<file path="src/hdl/ldf_pkg.sv">
// ----------------------------------------------------------------------------
// ldf_pkg
// Shared constants and types for the length-prefixed deframer.
// ----------------------------------------------------------------------------
package ldf_pkg;

    localparam int unsigned HEADER_BYTES = 8;
    localparam int unsigned LENGTH_START = 4;
    localparam int unsigned HCOUNT_W     = 4;

    localparam logic [HCOUNT_W-1:0] HDR_LAST    = HCOUNT_W'(HEADER_BYTES - 1);
    localparam logic [HCOUNT_W-1:0] HDR_PAYLOAD = HCOUNT_W'(HEADER_BYTES);
    localparam logic [HCOUNT_W-1:0] HDR_LEN_LO  = HCOUNT_W'(LENGTH_START);

    typedef logic [HCOUNT_W-1:0] hcount_t;

    typedef struct packed {
        logic        has_payload;
        logic [7:0]  payload_byte;
        logic        last_of_frame;
        logic [31:0] frame_seq;
        logic [31:0] frame_length;
        logic        chunk_end;
        logic        chunk_aligned;
    } result_t;

endpackage

</file>
<file path="src/hdl/ldf_if.sv">
// ----------------------------------------------------------------------------
// ldf_if
// Valid/ready channels for the deframer: byte input and result output.
// ----------------------------------------------------------------------------
interface ldf_in_if;
    logic       valid;
    logic       ready;
    logic [7:0] data_byte;
    logic       chunk_last;

    modport source (output valid, output data_byte, output chunk_last, input ready);
    modport sink   (input valid, input data_byte, input chunk_last, output ready);
endinterface

interface ldf_out_if;
    logic        valid;
    logic        ready;
    logic        has_payload;
    logic [7:0]  payload_byte;
    logic        last_of_frame;
    logic [31:0] frame_seq;
    logic [31:0] frame_length;
    logic        chunk_end;
    logic        chunk_aligned;

    modport source (output valid, output has_payload, output payload_byte,
                    output last_of_frame, output frame_seq, output frame_length,
                    output chunk_end, output chunk_aligned, input ready);
    modport sink   (input valid, input has_payload, input payload_byte,
                    input last_of_frame, input frame_seq, input frame_length,
                    input chunk_end, input chunk_aligned, output ready);
endinterface

</file>
<file path="src/hdl/length_prefixed_deframer.sv">
// ----------------------------------------------------------------------------
// length_prefixed_deframer
// Splits a byte stream of length-prefixed frames into tagged payload bytes.
// ----------------------------------------------------------------------------
// Takes one stream byte per cycle on rx whenever the result buffer has room,
// so the sustained rate is one byte per clock with results taken every cycle.
// A frame is an 8-byte header (4 ignored sequence bytes, then a big-endian
// 32-bit payload length) followed by the payload. Each payload byte comes out
// on res with the local frame count, the length and a last-of-frame mark; an
// empty frame gives one result without payload. A byte with chunk_last set
// always gives a result, reporting whether the chunk ended between frames.
// Header bytes otherwise give nothing. Results are registered in a two-entry
// output buffer that absorbs a stall on res.
module length_prefixed_deframer
(
    input  logic       clk,
    input  logic       rst_n,
    ldf_in_if.sink     rx,
    ldf_out_if.source  res
);

    logic             emit;
    logic             take;
    logic             space;
    ldf_pkg::result_t result;
    ldf_pkg::result_t out_data;

    assign rx.ready = space;
    assign take     = rx.valid && space;

    ldf_core u_core
    (
        .clk        (clk),
        .rst_n      (rst_n),
        .take       (take),
        .data_byte  (rx.data_byte),
        .chunk_last (rx.chunk_last),
        .emit       (emit),
        .result     (result)
    );

    ldf_out_buf u_out_buf
    (
        .clk       (clk),
        .rst_n     (rst_n),
        .push      (take && emit),
        .push_data (result),
        .space     (space),
        .valid     (res.valid),
        .ready     (res.ready),
        .data      (out_data)
    );

    assign res.has_payload   = out_data.has_payload;
    assign res.payload_byte  = out_data.payload_byte;
    assign res.last_of_frame = out_data.last_of_frame;
    assign res.frame_seq     = out_data.frame_seq;
    assign res.frame_length  = out_data.frame_length;
    assign res.chunk_end     = out_data.chunk_end;
    assign res.chunk_aligned = out_data.chunk_aligned;

endmodule

</file>
<file path="src/hdl/ldf_core.sv">
// ----------------------------------------------------------------------------
// ldf_core
// Frame parser state: header counter, length shifter, payload countdown and
// frame counter. Builds one result per accepted byte when one is due.
// ----------------------------------------------------------------------------
module ldf_core
(
    input  logic             clk,
    input  logic             rst_n,
    input  logic             take,
    input  logic [7:0]       data_byte,
    input  logic             chunk_last,
    output logic             emit,
    output ldf_pkg::result_t result
);

    ldf_pkg::hcount_t header_count_reg, header_count_next;
    logic [31:0]      length_shift_reg, length_shift_next;
    logic [31:0]      remaining_reg, remaining_next;
    logic [31:0]      frame_counter_reg, frame_counter_next;

    logic in_payload;
    logic frame_done;
    logic [31:0] shifted;

    assign in_payload = (header_count_reg == ldf_pkg::HDR_PAYLOAD);
    assign shifted    = {length_shift_reg[23:0], data_byte};

    always_comb
    begin
        header_count_next  = header_count_reg;
        length_shift_next  = length_shift_reg;
        remaining_next     = remaining_reg;
        frame_counter_next = frame_counter_reg;
        frame_done         = 1'b0;
        emit               = 1'b0;
        result             = '0;

        if (!in_payload)
        begin
            if (header_count_reg >= ldf_pkg::HDR_LEN_LO)
                length_shift_next = shifted;
            header_count_next = header_count_reg + ldf_pkg::hcount_t'(1);
            if (header_count_reg == ldf_pkg::HDR_LAST)
            begin
                // last header byte: length is complete in shifted
                remaining_next = shifted;
                if (shifted == 32'd0)
                begin
                    emit                 = 1'b1;
                    frame_done           = 1'b1;
                    result.last_of_frame = 1'b1;
                    result.frame_seq     = frame_counter_reg;
                end
            end
        end
        else
        begin
            emit                = 1'b1;
            result.has_payload  = 1'b1;
            result.payload_byte = data_byte;
            result.frame_seq    = frame_counter_reg;
            result.frame_length = length_shift_reg;
            remaining_next      = remaining_reg - 32'd1;
            if (remaining_reg == 32'd1)
            begin
                frame_done           = 1'b1;
                result.last_of_frame = 1'b1;
            end
        end

        if (frame_done)
        begin
            frame_counter_next = frame_counter_reg + 32'd1;
            header_count_next  = '0;
        end

        if (chunk_last)
        begin
            emit                 = 1'b1;
            result.chunk_end     = 1'b1;
            result.chunk_aligned = frame_done;
        end
    end

    always_ff @(posedge clk or negedge rst_n)
    begin
        if (!rst_n)
        begin
            header_count_reg  <= '0;
            length_shift_reg  <= '0;
            remaining_reg     <= '0;
            frame_counter_reg <= '0;
        end
        else if (take)
        begin
            header_count_reg  <= header_count_next;
            length_shift_reg  <= length_shift_next;
            remaining_reg     <= remaining_next;
            frame_counter_reg <= frame_counter_next;
        end
    end

endmodule

</file>
<file path="src/hdl/ldf_out_buf.sv">
// ----------------------------------------------------------------------------
// ldf_out_buf
// Output register with a skid stage; ready toward the core is registered.
// ----------------------------------------------------------------------------
module ldf_out_buf
(
    input  logic             clk,
    input  logic             rst_n,
    input  logic             push,
    input  ldf_pkg::result_t push_data,
    output logic             space,
    output logic             valid,
    input  logic             ready,
    output ldf_pkg::result_t data
);

    logic             main_valid_reg, main_valid_next;
    logic             skid_valid_reg, skid_valid_next;
    ldf_pkg::result_t main_reg, main_next;
    ldf_pkg::result_t skid_reg, skid_next;
    logic             pop;

    assign pop   = main_valid_reg && ready;
    assign space = !skid_valid_reg;
    assign valid = main_valid_reg;
    assign data  = main_reg;

    always_comb
    begin
        main_valid_next = main_valid_reg;
        skid_valid_next = skid_valid_reg;
        main_next       = main_reg;
        skid_next       = skid_reg;
        if (skid_valid_reg)
        begin
            // no push possible while the skid is full
            if (pop)
            begin
                main_next       = skid_reg;
                skid_valid_next = 1'b0;
            end
        end
        else if (push)
        begin
            if (!main_valid_reg || pop)
            begin
                main_next       = push_data;
                main_valid_next = 1'b1;
            end
            else
            begin
                skid_next       = push_data;
                skid_valid_next = 1'b1;
            end
        end
        else if (pop)
        begin
            main_valid_next = 1'b0;
        end
    end

    always_ff @(posedge clk or negedge rst_n)
    begin
        if (!rst_n)
        begin
            main_valid_reg <= 1'b0;
            skid_valid_reg <= 1'b0;
        end
        else
        begin
            main_valid_reg <= main_valid_next;
            skid_valid_reg <= skid_valid_next;
        end
    end

    always_ff @(posedge clk)
    begin
        main_reg <= main_next;
        skid_reg <= skid_next;
    end

endmodule
</file>
<file path="src/flat_wrapper.sv">
// flat-port wrapper written by rule: the top's interface ports become plain ports
module length_prefixed_deframer_flat 
  (clk, rst_n, rx_valid, rx_data_byte, rx_chunk_last, rx_ready, res_valid, res_has_payload, res_payload_byte, res_last_of_frame, res_frame_seq, res_frame_length, res_chunk_end, res_chunk_aligned, res_ready);
  ldf_in_if rx_i ();
  ldf_out_if res_i ();
  input  logic clk;
  input  logic rst_n;
  input wire logic [$bits(rx_i.valid)-1:0] rx_valid;
  input wire logic [$bits(rx_i.data_byte)-1:0] rx_data_byte;
  input wire logic [$bits(rx_i.chunk_last)-1:0] rx_chunk_last;
  output wire logic [$bits(rx_i.ready)-1:0] rx_ready;
  output wire logic [$bits(res_i.valid)-1:0] res_valid;
  output wire logic [$bits(res_i.has_payload)-1:0] res_has_payload;
  output wire logic [$bits(res_i.payload_byte)-1:0] res_payload_byte;
  output wire logic [$bits(res_i.last_of_frame)-1:0] res_last_of_frame;
  output wire logic [$bits(res_i.frame_seq)-1:0] res_frame_seq;
  output wire logic [$bits(res_i.frame_length)-1:0] res_frame_length;
  output wire logic [$bits(res_i.chunk_end)-1:0] res_chunk_end;
  output wire logic [$bits(res_i.chunk_aligned)-1:0] res_chunk_aligned;
  input wire logic [$bits(res_i.ready)-1:0] res_ready;
  assign rx_i.valid = rx_valid;
  assign rx_i.data_byte = rx_data_byte;
  assign rx_i.chunk_last = rx_chunk_last;
  assign rx_ready = rx_i.ready;
  assign res_valid = res_i.valid;
  assign res_has_payload = res_i.has_payload;
  assign res_payload_byte = res_i.payload_byte;
  assign res_last_of_frame = res_i.last_of_frame;
  assign res_frame_seq = res_i.frame_seq;
  assign res_frame_length = res_i.frame_length;
  assign res_chunk_end = res_i.chunk_end;
  assign res_chunk_aligned = res_i.chunk_aligned;
  assign res_i.ready = res_ready;
  length_prefixed_deframer u_core (.clk(clk), .rst_n(rst_n), .rx(rx_i), .res(res_i));
endmodule
</file>
<file path="config.mk">
export PLATFORM = sky130hd
export DESIGN_NAME = length_prefixed_deframer_flat
export DESIGN_NICKNAME = d
export VERILOG_FILES = /design/src/hdl/ldf_pkg.sv /design/src/hdl/ldf_if.sv /design/src/hdl/length_prefixed_deframer.sv /design/src/hdl/ldf_core.sv /design/src/hdl/ldf_out_buf.sv /design/src/flat_wrapper.sv
export SDC_FILE = /design/constraint.sdc
export NUM_CORES = 1
export LEC_CHECK = 0
export BUFFER_PORTS_ARGS = -buffer_cell sky130_fd_sc_hd__buf_4
export CAP_MARGIN = 25
export CORE_ASPECT_RATIO = 0.5
export CORE_UTILIZATION = 64
export CTS_CLUSTER_SIZE = 16
export DETAILED_ROUTE_END_ITERATION = 6
export GPL_TIMING_DRIVEN = 0
export HOLD_SLACK_MARGIN = 0.03
export PLACE_DENSITY = 0.84
export SYNTH_ARGS = -nofsm -noshare
export SYNTH_HDL_FRONTEND = slang
export SYNTH_SLANG_ARGS = --single-unit
export TNS_END_PERCENT = 50
</file>
<file path="constraint.sdc">
create_clock -name clk -period 14.8 [get_ports clk]
set_clock_uncertainty 0.2 [all_clocks]
set_input_delay 1.48 -clock clk [delete_from_list [all_inputs] [get_ports clk]]
set_output_delay 1.48 -clock clk [all_outputs]
set_load 0.03 [all_outputs]
</file>
Yosys cells after proc, flatten, opt, wreduce, memory -nomap -nowiden:

Cells that the tools add are included.
W data, S select, Z words.

* flip-flop bits (word level): 254
* output and inout bits: 78
* bits of input ports: 13

* magnitude comparators: 1
* mux-type cells: 27
* add/sub/neg operators: 3
* bitwise logic cells: 3
* equality and inequality tests: 6
* reductions and logical operators: 18

Operators by type and width (count)
* $mux W76: 4
* $mux W33: 3
* $mux W32: 3
* $add A32 B1 Y32 const B: 1
* $eq A32 B1 Y1 const B: 1
* $logic_not A32 Y1: 1
* $sub A32 B1 Y32 const B: 1
* $mux W1: 13
* $reduce_and A3 Y1: 4
* $mux W9: 1
* $mux W4: 2
* $reduce_bool A2 Y1: 4
* $ne A2 B1 Y1 const B: 3
* $reduce_and A2 Y1: 3
* $add A4 B1 Y4 const B: 1
* $eq A4 B3 Y1 const B: 1
* $eq A4 B4 Y1 const B: 1
* $ge A4 B3 Y1 const B: 1
* $logic_and A1 B1 Y1: 3
* $not A1 Y1: 3
* $logic_not A1 Y1: 2
* $mux W2: 1
* $logic_or A1 B1 Y1: 1

Depth between registers and ports, before layout:

Gate-level depths: netlist (run 1).

* depth in word-level cells: 8
* mapped depth: 10
* mapped depth without buffers: 8

Hierarchy:

From an unflattened synthesis (run 1), not the netlist that was laid out.

* cells, all modules: 836
* area total of the unflattened synthesis: 11611.1 sq um

Modules (own cells, without submodules)
* ldf_out_buf: cells an instance 248, area an instance 5982.0 sq um, instances 1, seq. area each 4614.4 sq um
* ldf_core: cells an instance 586, area an instance 5616.6 sq um, instances 1, seq. area each 2502.4 sq um
* length_prefixed_deframer: cells an instance 2, area an instance 12.5 sq um, instances 1, seq. area each 0.0 sq um

Least setup slack after synthesis (run 1):

Ideal clock, no wire load.

* kind: in2reg
* from: input rx_data_byte[1]
* to: register u_core.u_out_buf.main_reg, in the netlist u_core.u_out_buf.data[0] (enable)
* setup slack: 5.539 ns
* library setup time: 0.622 ns
* path buffers: 1
* cell stages on the path: 7
* data arrival time: 8.439 ns
* cell sequence: nor4_1 nand4_1 or3_1 nand2_1 clkbuf_1 nor2_1 o31ai_1

* word-level cells in the longest chain between the ends: 8

RTL lines
* from (decl): RTL line flat_wrapper.sv:9 `input wire logic [$bits(rx_i.data_byte)-1:0] rx_data_byte;`
* $logic_not A32 Y1: RTL line ldf_core.sv:48 `if (shifted == 32'd0)`
* $mux W1: RTL line ldf_core.sv:48
* $mux W1: RTL line ldf_core.sv:44 `if (header_count_reg == ldf_pkg::HDR_LAST)`
* $mux W1: RTL line ldf_core.sv:39 `if (!in_payload)`
* $mux W1: RTL line ldf_core.sv:78 `if (chunk_last)`
* $logic_and A1 B1 Y1: RTL line length_prefixed_deframer.sv:46 `.push (take && emit),`
* $reduce_bool A2 Y1 (no source line)
* $reduce_and A3 Y1 (no source line)
* to (signal assigned): RTL line ldf_out_buf.sv:78 `main_reg <= main_next;`
* to (decl): RTL line ldf_out_buf.sv:19 `ldf_pkg::result_t main_reg, main_next;`

Every way passes these cells.
A chain may end at the register's enable or synchronous reset.

Worst setup path after layout (run 1):

* from: input rx_data_byte[1]
* to: register u_core.u_out_buf.skid_reg[45] (netlist bit) (enable)

* word-level cells in the longest chain between the ends: 7

RTL lines
* $logic_not A32 Y1: RTL line ldf_core.sv:48
* $mux W1: RTL line ldf_core.sv:48
* $mux W1: RTL line ldf_core.sv:44
* $mux W1: RTL line ldf_core.sv:39
* $mux W1: RTL line ldf_core.sv:78
* $logic_and A1 B1 Y1: RTL line length_prefixed_deframer.sv:46
* $reduce_and A3 Y1 (no source line)
* to (signal assigned): RTL line ldf_out_buf.sv:79 `skid_reg <= skid_next;`
* to (decl): RTL line ldf_out_buf.sv:20 `ldf_pkg::result_t skid_reg, skid_next;`

Every way passes these cells.

==> flow_metrics.py, run 1 <==
metrics = {
    "routing": {
        "wl_per_cell_um": 20.8,
        "firstDrtPassIters": 5,
        "ant_nets": 0,
        "drt-met1-wl_um": 10800,
        "drt_iter0_markers": 785,
        "wl_met3_um": 1740,
        "maxUsedRoutingLayer": "met4",
        "vias": 7308,
        "viasPerCell": 6.13,
        "totalWireLength_um": 24800,
        "drc_errors": 0,
        "dr_wl_met2_um": 12000,
    },
    "placement": {
        "dpl-instance-area_sq_um": 12200,
        "hpwl_um": 16800,
        "dp.cells": 1152,
        "gp_congestion": 0.962,
        "io_buffers": 90,
    },
    "timing": {
        "fmax_mhz": 224,
        "min_period_ns": 4.47,
        "holdWs_ns": 0.290,
        "setup_tns_ns": 0,
        "slew_headroom_pct": 34.1,
        "worst_slew_pin_slew_ns": 0.981,
        "slew_violations": 0,
        "setup_violations": 0,
        "period_share_pct": 30.2,
        "rsz0062_at_grt": "false",
        "hold_viol": 0,
    },
    "logic_synthesis": {
        "yosysSeqAreaShare_pct": 64.3,
        "synth.net_count": 842,
        "yosys_warnings": 0,
        "syn_area_per_cell_sq_um": 13.4,
        "synth_edf_count": 152,
        "synth_cell_types": 54,
        "synthArstFlopShare_pct": 40.2,
        "postSynthCellCount": 824,
        "synth_area_sq_um": 11100,
        "synthFlopType": "edfxtp_1",
        "ys_seq_elements": 254,
    },
    "grt": {
        "grt_pass1_vias": 7223,
        "grt_max_degree": 68,
        "grt-ovfl-total": 0,
        "grt_pass1_wl_um": 39000,
        "antenna_found_initial": 0,
        "grt_util_all_layers_pct": 28.4,
    },
    "power_and_ir_drop": {
        "leakagePower_nw": 4.92,
        "powerDensity_nw_per_um2": 100,
        "p_total_mw": 1.29,
        "ir_worst_vdd_v": 0.0000832,
    },
    "die": {
        "fp.coreArea_sq_um": 16600,
        "initial_core_util_pct": 66.5,
        "dieArea_sq_um": 17800,
        "rows": 33,
        "ios": 91,
        "die-width_um": 188,
        "fp.dieH_um": 95.0,
    },
    "finish": {
        "final_layout_size_suffix_gt1_share_pct": 26.0,
        "layout_commonest_cell": "edfxtp_1",
        "areaGrowthSynthToFinish_pct": 16.2,
        "mostFrequentLayoutCells": "edfxtp_1 (152), mux2_2 (107), dfrtp_1 (102)",
        "layout.cells.non_filler": 1192,
        "final_area_sq_um": 12900,
        "num-fill-cells": 968,
        "final_nets": 967,
        "antenna_cells": 0,
    },
    "clock_network": {
        "clk_pin_slew_ns": 0.06,
        "worstSkewPairLatency_ns": 0.51,
        "cts.htree.levels": 1,
        "clockBufferDepth": 3,
        "clkSinkCount": 254,
        "cts_resized": 0,
        "cts_root_buf": "clkbuf_16",
        "numCtsBuffers": 22,
        "hold_buffers": 0,
        "tritoncts": "done",
        "cts_setup_buffers": 0,
    },
    "worst_setup_path": {
        "crit_fanout": 14,
        "worstSetupPathType": "primary input to flop",
        "worst_ep_arrival_time_ns": 4.48,
        "cp-end-kind": "flop",
        "cp-start-kind": "primary input",
        "critical_path_required_ns": 14.80,
    },
    "worst_hold_path": {
        "hold_class": "flop to flop",
    },
    "job": {
        "drv_cap": 0,
    },
    "outcome": {
        "outcome": "finished, final reports clean",
    },
}
==> metal layers <==
| metal | vias up | global-route usage, % |
|---|---|---|
| met1 | 3662 | 39.5 |
| met2 | 296 | 47.1 |
| li1 | 3314 | - |
| met4 | 0 | 6.78 |
| met5 | - | 0 |
| met3 | 36 | 5.61 |
==> synth_stat cells, drive strengths merged (2+ instances only) <==
cell type	number	area (sq um)
ha	5	62.6
or3	3	18.8
a31oi	3	18.8
clkbuf	33	124
buf	3	33.8
dfrtp	102	2550
o22a	3	26.3
a22o	3	26.3
and2	76	475
o32ai	2	17.5
o31ai	2	15.0
o21a	2	15.0
inv	10	37.5
mux2i	3	30.0
o22ai	5	31.3
nor4	14	103
o2bb2ai	4	35.0
a21oi	40	211
and4	4	35.0
nor3	14	70.1
mux2	107	1200
nand4	16	106
nor2b	6	37.5
a22oi	8	60.1
clkinv	2	7.51
nor2	43	161
nand2	27	101
nand3	31	155
a2bb2oi	3	26.3
edfxtp	152	4560
o21ai	33	165
or4	6	48.8
xnor2	31	272
or2	2	12.5
and3	12	75.1
==> power breakdown <==
part / switching [mW] / internal (mW)
clock: 0.250 / 0.283
sequential: 0 / 0.744
combinational: 0.00812 / 0.00344
total: 0.259 / 1.03
==> worst max-delay path, cell delays in order <==
cell and delay [ns]:
buf_4 0.13, nor4_1 0.36, nand4_1 0.21, or3_1 0.52, nand2_1 0.28, clkbuf_1 0.39, nor2_1 0.18, nor3b_2 0.41
buf_6 0.24, buf_4 0.24
==> final cells by class <==
cell class / count / area [sq um] / share of cell area, %
tap: 227 / 284 / 2.21
inverter: 12 / 45.0 / 0.351
sequential: 254 / 7120 / 55.4
clock inverter: 10 / 66.3 / 0.516
timing repair buffer: 101 / 831 / 6.46
clock buffer: 30 / 591 / 4.60
multi-input combinational: 522 / 3760 / 29.3
buffer: 36 / 158 / 1.23
==> worst paths after layout <==
kind	cells past startpoint	from	to	slack, ns
max	10	rx_data_byte[1]	u_core.u_out_buf.skid_reg[45]$_DFFE_PP_	10.33
min	1	u_core.u_core.frame_counter_reg[23]$_DFFE_PN0P_	u_core.u_core.frame_counter_reg[23]$_DFFE_PN0P_	0.29
max reg2reg	9	u_core.u_core.length_shift_reg[17]$_DFFE_PN0P_	u_core.u_out_buf.skid_reg[45]$_DFFE_PP_	10.97
min reg2reg	1	u_core.u_core.frame_counter_reg[23]$_DFFE_PN0P_	u_core.u_core.frame_counter_reg[23]$_DFFE_PN0P_	0.29
max in group asynchronous	2	rst_n	u_core.u_core.length_shift_reg[28]$_DFFE_PN0P_	12.95
min in group asynchronous	1	rst_n	u_core.u_core.frame_counter_reg[28]$_DFFE_PN0P_	0.73
==> metrics by stage <==
stage / worst slack, ns / utilization, %
after floorplan: 5.54 / -
after global placement: 2.70 / 72.2
after detailed placement: 9.80 / 73.3
after CTS: 10.33 / 77.2
after global routing: 10.13 / 77.2
final: 10.33 / 77.2
==> kinds of logic (layout without fill, tap and decap cells) <==
kind of cell | after synthesis | count (layout) | share of synthesized area [%]
flops | 254 | 254 | 64.3
mux | 110 | 110 | 11.2
xor+xnor | 32 | 32 | 2.53
simple gates | 262 | 262 | 13.3
compound gates | 113 | 113 | 6.23
fa+ha+maj | 5 | 5 | 0.566
buf+inv | 48 | 189 | 1.83
No activity file was read; power rests on OpenSTA's default activity.
==> inputs of run 2 (changes only) <==
ABC_AREA = 1   (was default)
CORE_UTILIZATION = 55   (was 64)
PLACE_DENSITY = 0.77   (was 0.84)
clock period = 3.8 ns   (was 14.8 ns; I/O delays follow)
==> run 2 against run 1 <==
Effect of this change:
- non-clock buffer count increased by 20
- worst setup slack lost 9.8 ns
- cell count is 57% higher
- first-iteration DRC count up 5.9%
- sequential share of layout area decreased by 4.8 points
==> flow_metrics.py, run 2 <==
metrics = {
    "logic_synthesis": {
        "yosysMostFrequentCell": "nand2_1",
        "yosys_warnings": 0,
        "synthArstFlopShare_pct": 40.2,
        "yosysTopAreaCell": "edfxtp_1",
        "postSynthCellCount": 1433,
        "ys_seq_elements": 254,
        "synth.net_count": 1451,
        "synth_cell_types": 33,
        "yosys.area.top_type_share_pct": 37.7,
        "synth_common_cells": "nand2_1 (535), nor2_1 (196), edfxtp_1 (152), inv_1 (123), dfrtp_1 (102)",
        "synth_edf_count": 152,
        "synth_area_sq_um": 12100,
        "synthFlopType": "edfxtp_1",
        "synth_area_leaders": "edfxtp_1 (38%), dfrtp_1 (21%), nand2_1 (17%), nor2_1 (6.1%), inv_1 (3.8%)",
        "syn_area_per_cell_sq_um": 8.44,
        "yosysSeqAreaShare_pct": 58.9,
    },
    "placement": {
        "dp.cells": 1820,
        "hpwl_um": 21900,
        "pre_cts_ws_ns": 0.511,
        "gp_congestion": 0.934,
        "dpl-instance-area_sq_um": 13300,
        "io_buffers": 90,
    },
    "worst_setup_path": {
        "critical_path_required_ns": 3.81,
        "path_cells": "inv_1, ha_1, nand2_2, nor2_4, inv_2, clkbuf_1, nand3_1, nand2_1, a21oi_4, buf_12",
        "critical-path-top-delay-family": "buffers and inverters",
        "worst_ep_arrival_time_ns": 3.28,
        "worstSetupPathType": "flop to flop",
        "cp-start-kind": "flop",
        "timing.rr.end": "u_core.u_out_buf.data[42]$_DFFE_PP_",
        "cp-end-kind": "flop",
        "critical_path_buf_inv_count": 4,
        "cp_slowest_cell": "a21oi_4",
        "crit_fanout": 33,
        "critPathMaxStageDelay_ns": 0.73,
        "worstReg2RegStart": "u_core.u_core.header_count_reg[0]$_DFFE_PN0P_",
        "r2r_cells": 10,
        "r2r_setup_slack_ns": 0.52,
    },
    "clock_network": {
        "cts_setup_buffers": 0,
        "clk_pin_slew_ns": 0.07,
        "cts.htree.levels": 1,
        "numCtsBuffers": 23,
        "clkSinkCount": 254,
        "cts_root_buf": "clkbuf_16",
        "tritoncts": "done",
        "clockBufferDepth": 3,
        "cts_resized": 0,
        "worstSkewPairLatency_ns": 0.52,
    },
    "worst_hold_path": {
        "hold_start": "rx_data_byte[0]",
        "hold_class": "primary input to flop",
        "holdPathEnd": "u_core.u_core.length_shift_reg[0]$_DFFE_PN0P_",
        "worstHoldPathCells": 3,
    },
    "grt": {
        "grt_pass1_wl_um": 49600,
        "gr-usage-met2_pct": 46.6,
        "grt.met3_usage_pct": 4.80,
        "grt-ovfl-total": 0,
        "top_usage_layer": "met2",
        "met1_usage_pct": 38.8,
        "grt_util_all_layers_pct": 28.2,
        "antenna_found_initial": 0,
        "grt_max_degree": 62,
        "grt_pass1_vias": 9777,
    },
    "routing": {
        "wl_per_cell_um": 16.3,
        "ant_nets": 0,
        "drc_errors": 0,
        "firstDrtPassIters": 5,
        "totalWireLength_um": 30500,
        "drt_iter0_markers": 831,
        "vias": 10000,
        "viasPerCell": 5.37,
    },
    "die": {
        "initial_core_util_pct": 57.4,
        "ios": 91,
        "fp.dieH_um": 107,
        "fp.coreArea_sq_um": 21100,
        "rows": 37,
        "dieArea_sq_um": 22600,
        "die-width_um": 212,
    },
    "timing": {
        "slew_violations": 0,
        "finalWorstSetupSlack_ns": 0.522,
        "slew_headroom_pct": 43.7,
        "hold_viol": 0,
        "setup_tns_ns": 0,
        "fmax_mhz": 305,
        "min_period_ns": 3.28,
        "holdWs_ns": 0.0721,
        "worst_slew_pin_slew_ns": 0.843,
        "setup_violations": 0,
        "period_share_pct": 86.3,
        "rsz0062_at_grt": "false",
    },
    "job": {
        "drv_cap": 0,
    },
    "finish": {
        "areaGrowthSynthToFinish_pct": 16.4,
        "final_area_sq_um": 14100,
        "antenna_cells": 0,
        "final_nets": 1580,
        "mostFrequentLayoutCells": "nand2_1 (535), nor2_1 (195), edfxtp_1 (152)",
        "final_layout_size_suffix_gt1_share_pct": 10.1,
        "layout_commonest_cell": "nand2_1",
        "layout.cells.non_filler": 1870,
    },
    "power_and_ir_drop": {
        "powerDensity_nw_per_um2": 370,
        "ir_worst_vdd_v": 0.000257,
        "leakagePower_nw": 5.86,
    },
    "outcome": {
        "outcome": "finished, final reports clean",
    },
}
[run 2: cell types whose count changed after synthesis, moves of 30 or more]
cell	change
o21ai_0	+56
nand2_1	+508
nand3_1	+45
nor2_1	+153
mux2_2	-107
inv_1	+113
and2_1	-75
xnor2_1	-30
[run 2: worst max-delay path by stage]
stage	start	end	slack, ns	cells past startpoint
6_report	u_core.u_core.header_count_reg[0]$_DFFE_PN0P_	u_core.u_out_buf.data[42]$_DFFE_PP_	0.52	10
4_1_cts	u_core.u_core.header_count_reg[0]$_DFFE_PN0P_	u_core.u_out_buf.data[42]$_DFFE_PP_	0.50	10
2_1_floorplan	u_core.u_core.header_count_reg[0]$_DFFE_PN0P_	u_core.u_out_buf.skid_reg[0]$_DFFE_PP_	-0.14	9
3_3_place_gp	u_core.u_core.header_count_reg[0]$_DFFE_PN0P_	u_core.u_out_buf.skid_reg[16]$_DFFE_PP_	-1.27	9
5_1_grt	u_core.u_core.header_count_reg[0]$_DFFE_PN0P_	u_core.u_out_buf.data[40]$_DFFE_PP_	0.31	10
3_5_place_dp	u_core.u_core.header_count_reg[0]$_DFFE_PN0P_	u_core.u_out_buf.data[16]$_DFFE_PP_	0.51	10
[run 2: timing repair]
action                                 4_1_cts  5_1_grt
hold buffers                                 9        0
endpoints found under the hold margin       53        0
setup endpoints to repair                    0        0
[run 2: metal layers]
metal / vias to the layer above / wire length [um]
met2: 301 / 14500
met3: 49 / 1840
li1: 4846 / -
met5: - / 0
met4: 0 / 582
met1: 4851 / 13600
[run 2: final cells by class]
type / count / area (sq um)
clock buffers: 31 / 626
fillers: 1744 / 6990
flip-flops and latches: 254 / 7120
multi-input cells: 998 / 4290
well taps: 292 / 365
repair buffers: 104 / 888
inverters: 128 / 480
clock inverters: 10 / 82.6
plain buffers: 53 / 228
[run 2: cells by family (layout without fill, tap and decap cells)]
| group | after synthesis | after routing | synth area share (%) |
|---|---|---|---|
| adder cells (fa/ha/maj) | 5 | 5 | 0.517 |
| buffers and inverters | 181 | 326 | 5.86 |
| flip-flops | 254 | 254 | 58.9 |
| XOR/XNOR | 22 | 22 | 1.59 |
| AND/OR/NAND/NOR | 844 | 844 | 27.7 |
| AO/OA/AOI/OAI | 127 | 127 | 5.53 |
[run 2: power by group]
group / switching [mW] / internal (mW)
Sequential: 0 / 2.90
Clock: 1.02 / 1.23
Combinational: 0.0367 / 0.0192
[run 2: worst reg2reg max path: stages (launching register included)]
cell and delay (ns):
dfrtp_1 0.40, inv_1 0.10, ha_1 0.17, nand2_2 0.07, nor2_4 0.24, inv_2 0.12, clkbuf_1 0.28, nand3_1 0.17
nand2_1 0.18, a21oi_4 0.73, buf_12 0.30
[run 2: through the flow]
step / util (%) / power [mW]
detailed placement: 63.0 / 3.01
finish: 66.8 / 5.21
global route: 66.8 / 5.35
global placement: 62.4 / 3.00
floorplan: - / 2.96
CTS: 66.8 / 5.24
==> inputs of run 3 (changes only) <==
CORE_UTILIZATION = 65   (was 55)
CTS_BUF_LIST = sky130_fd_sc_hd__clkbuf_16   (was default)
PLACE_DENSITY = 0.85   (was 0.77)
clock period = 4.2 ns   (was 3.8 ns; I/O delays follow)
==> run 3 against run 2 <==
Effect of this change:
- non-clock buffer count down 6
- sequential cell count unchanged
- largest cell class unchanged
- power decreased by 7.0%
- sequential power fell by 9.7%
- sequential share of layout area increased by 0.30 points
- critical endpoint unchanged
- global-route usage increased by 6.4 points
==> flow_metrics.py, run 3 (same netlist as run 2, synthesis figures left out) <==
metrics = {
    "worst_hold_path": {
        "worstHoldPathCells": 4,
        "hold_class": "primary input to flop",
    },
    "clock_network": {
        "clkSinkCount": 254,
        "clockBufferDepth": 3,
        "clk_pin_slew_ns": 0.07,
        "cts_setup_buffers": 0,
        "numCtsBuffers": 22,
        "worstSkewPairLatency_ns": 0.52,
        "cts_root_buf": "clkbuf_16",
        "cts.htree.levels": 1,
        "tritoncts": "done",
    },
    "grt": {
        "antenna_found_initial": 0,
        "grt_max_degree": 71,
        "grt_pass1_wl_um": 52100,
        "grt_pass1_vias": 10300,
        "grt-ovfl-total": 0,
        "grt_util_all_layers_pct": 34.6,
    },
    "worst_setup_path": {
        "critical_path_required_ns": 4.20,
        "r2r_cells": 10,
        "worst_ep_arrival_time_ns": 3.44,
        "crit_fanout": 33,
        "worstSetupPathType": "flop to flop",
        "cp-end-kind": "flop",
        "cp-start-kind": "flop",
    },
    "finish": {
        "areaGrowthSynthToFinish_pct": 15.7,
        "mostFrequentLayoutCells": "nand2_1 (535), nor2_1 (195), edfxtp_1 (152)",
        "antenna_cells": 0,
        "layout.cells.non_filler": 1805,
        "layout_commonest_cell": "nand2_1",
        "final_area_sq_um": 14000,
        "final_nets": 1573,
        "final_layout_size_suffix_gt1_share_pct": 10.1,
    },
    "power_and_ir_drop": {
        "ir_worst_vdd_v": 0.000299,
        "power.internal_mw": 3.88,
        "p_seq_share_pct": 54.2,
        "powerDensity_nw_per_um2": 346,
        "swShare_pct": 19.9,
        "p_comb_share_pct": 1.0,
        "p_clk_share_pct": 44.9,
        "leakagePower_nw": 5.87,
        "p_switching_mw": 0.963,
    },
    "routing": {
        "totalWireLength_um": 32300,
        "drt_iter0_markers": 903,
        "ant_nets": 0,
        "wl_per_cell_um": 17.9,
        "vias": 10400,
        "drc_errors": 0,
        "firstDrtPassIters": 7,
        "viasPerCell": 5.76,
    },
    "die": {
        "dieArea_sq_um": 19200,
        "fp.coreArea_sq_um": 17800,
        "ios": 91,
        "fp.dieH_um": 98.5,
        "initial_core_util_pct": 68.0,
        "rows": 34,
        "die-width_um": 195,
    },
    "timing": {
        "min_period_ns": 3.44,
        "slew_headroom_pct": 46.6,
        "holdWs_ns": 0.0279,
        "slew_violations": 0,
        "hold_viol": 0,
        "worst_slew_pin_slew_ns": 0.800,
        "rsz0062_at_grt": "false",
        "fmax_mhz": 291,
        "period_share_pct": 81.9,
        "setup_violations": 0,
    },
    "placement": {
        "gp_congestion": 0.934,
        "dp.cells": 1762,
        "dpl-instance-area_sq_um": 13200,
        "io_buffers": 90,
        "hpwl_um": 22300,
    },
    "outcome": {
        "outcome": "finished, final reports clean",
    },
    "job": {
        "drv_cap": 0,
    },
}
[run 3: area by class of cell]
cell class | instances | area [sq um]
fill | 1174 | 3790
multi-input combinational | 998 | 4290
clock inverter | 17 | 183
buffer | 53 | 228
timing repair buffer | 98 | 828
tap | 234 | 293
inverter | 128 | 480
clock buffer | 23 | 576
sequential | 254 | 7120
[run 3: power by group through the flow]
stage | clock network [mW] | logic (mW) | registers [mW]
floorplan | 0 | 0.00610 | 2.68
global placement | 0 | 0.0409 | 2.68
detailed placement | 0 | 0.0447 | 2.68
CTS | 2.16 | 0.0470 | 2.62
global route | 2.27 | 0.0519 | 2.62
finish | 2.17 | 0.0465 | 2.62
[run 3: path summary, 6_finish.rpt]
check / from / end / slack [ns]
max: u_core.u_core.header_count_reg[1]$_DFFE_PN0P_ / u_core.u_out_buf.data[42]$_DFFE_PP_ / 0.76
min: res_ready / u_core.u_out_buf.valid$_DFFE_PN0P_ / 0.03
max reg2reg: u_core.u_core.header_count_reg[1]$_DFFE_PN0P_ / u_core.u_out_buf.data[42]$_DFFE_PP_ / 0.76
min reg2reg: u_core.u_core.length_shift_reg[19]$_DFFE_PN0P_ / u_core.u_core.length_shift_reg[19]$_DFFE_PN0P_ / 0.30
max in group asynchronous: rst_n / u_core.u_core.frame_counter_reg[11]$_DFFE_PN0P_ / 2.84
min in group asynchronous: rst_n / u_core.u_core.remaining_reg[0]$_DFFE_PN0P_ / 0.20
[run 3: metrics by stage]
step	setup slack [ns]	power [mW]	setup TNS (ns)	util (%)
after floorplan	-0.986	2.68	-74.95	-
after global routing	0.660	4.94	0	78.7
after global placement	-2.63	2.72	-282.87	73.5
after detailed placement	0.928	2.72	0	74.2
after CTS	0.856	4.83	0	78.7
final	0.762	4.84	0	78.7
[run 3: what timing repair did]
action / 4_1_cts / 5_1_grt
hold endpoints to repair: 34 / 0
hold buffers: 3 / 0
gates resized for setup: 0 / 0
[run 3: critical path: stages (launching register included)]
cell	delay [ns]
dfrtp_1	0.42
inv_1	0.13
ha_1	0.18
nand2_2	0.07
nor2_4	0.26
inv_2	0.14
clkbuf_1	0.33
nand3_1	0.18
nand2_1	0.19
a21oi_4	0.70
buf_12	0.30
[run 3: routing by layer]
layer	routed length, um	vias to the layer above	GRT usage (%)	part of all wire, %
met4	952	0	11.6	2.9
met2	15900	495	59.8	49
met3	2530	86	6.23	7.8
met1	12900	5000	44.8	40
li1	-	4823	-	-
met5	0	-	0	0
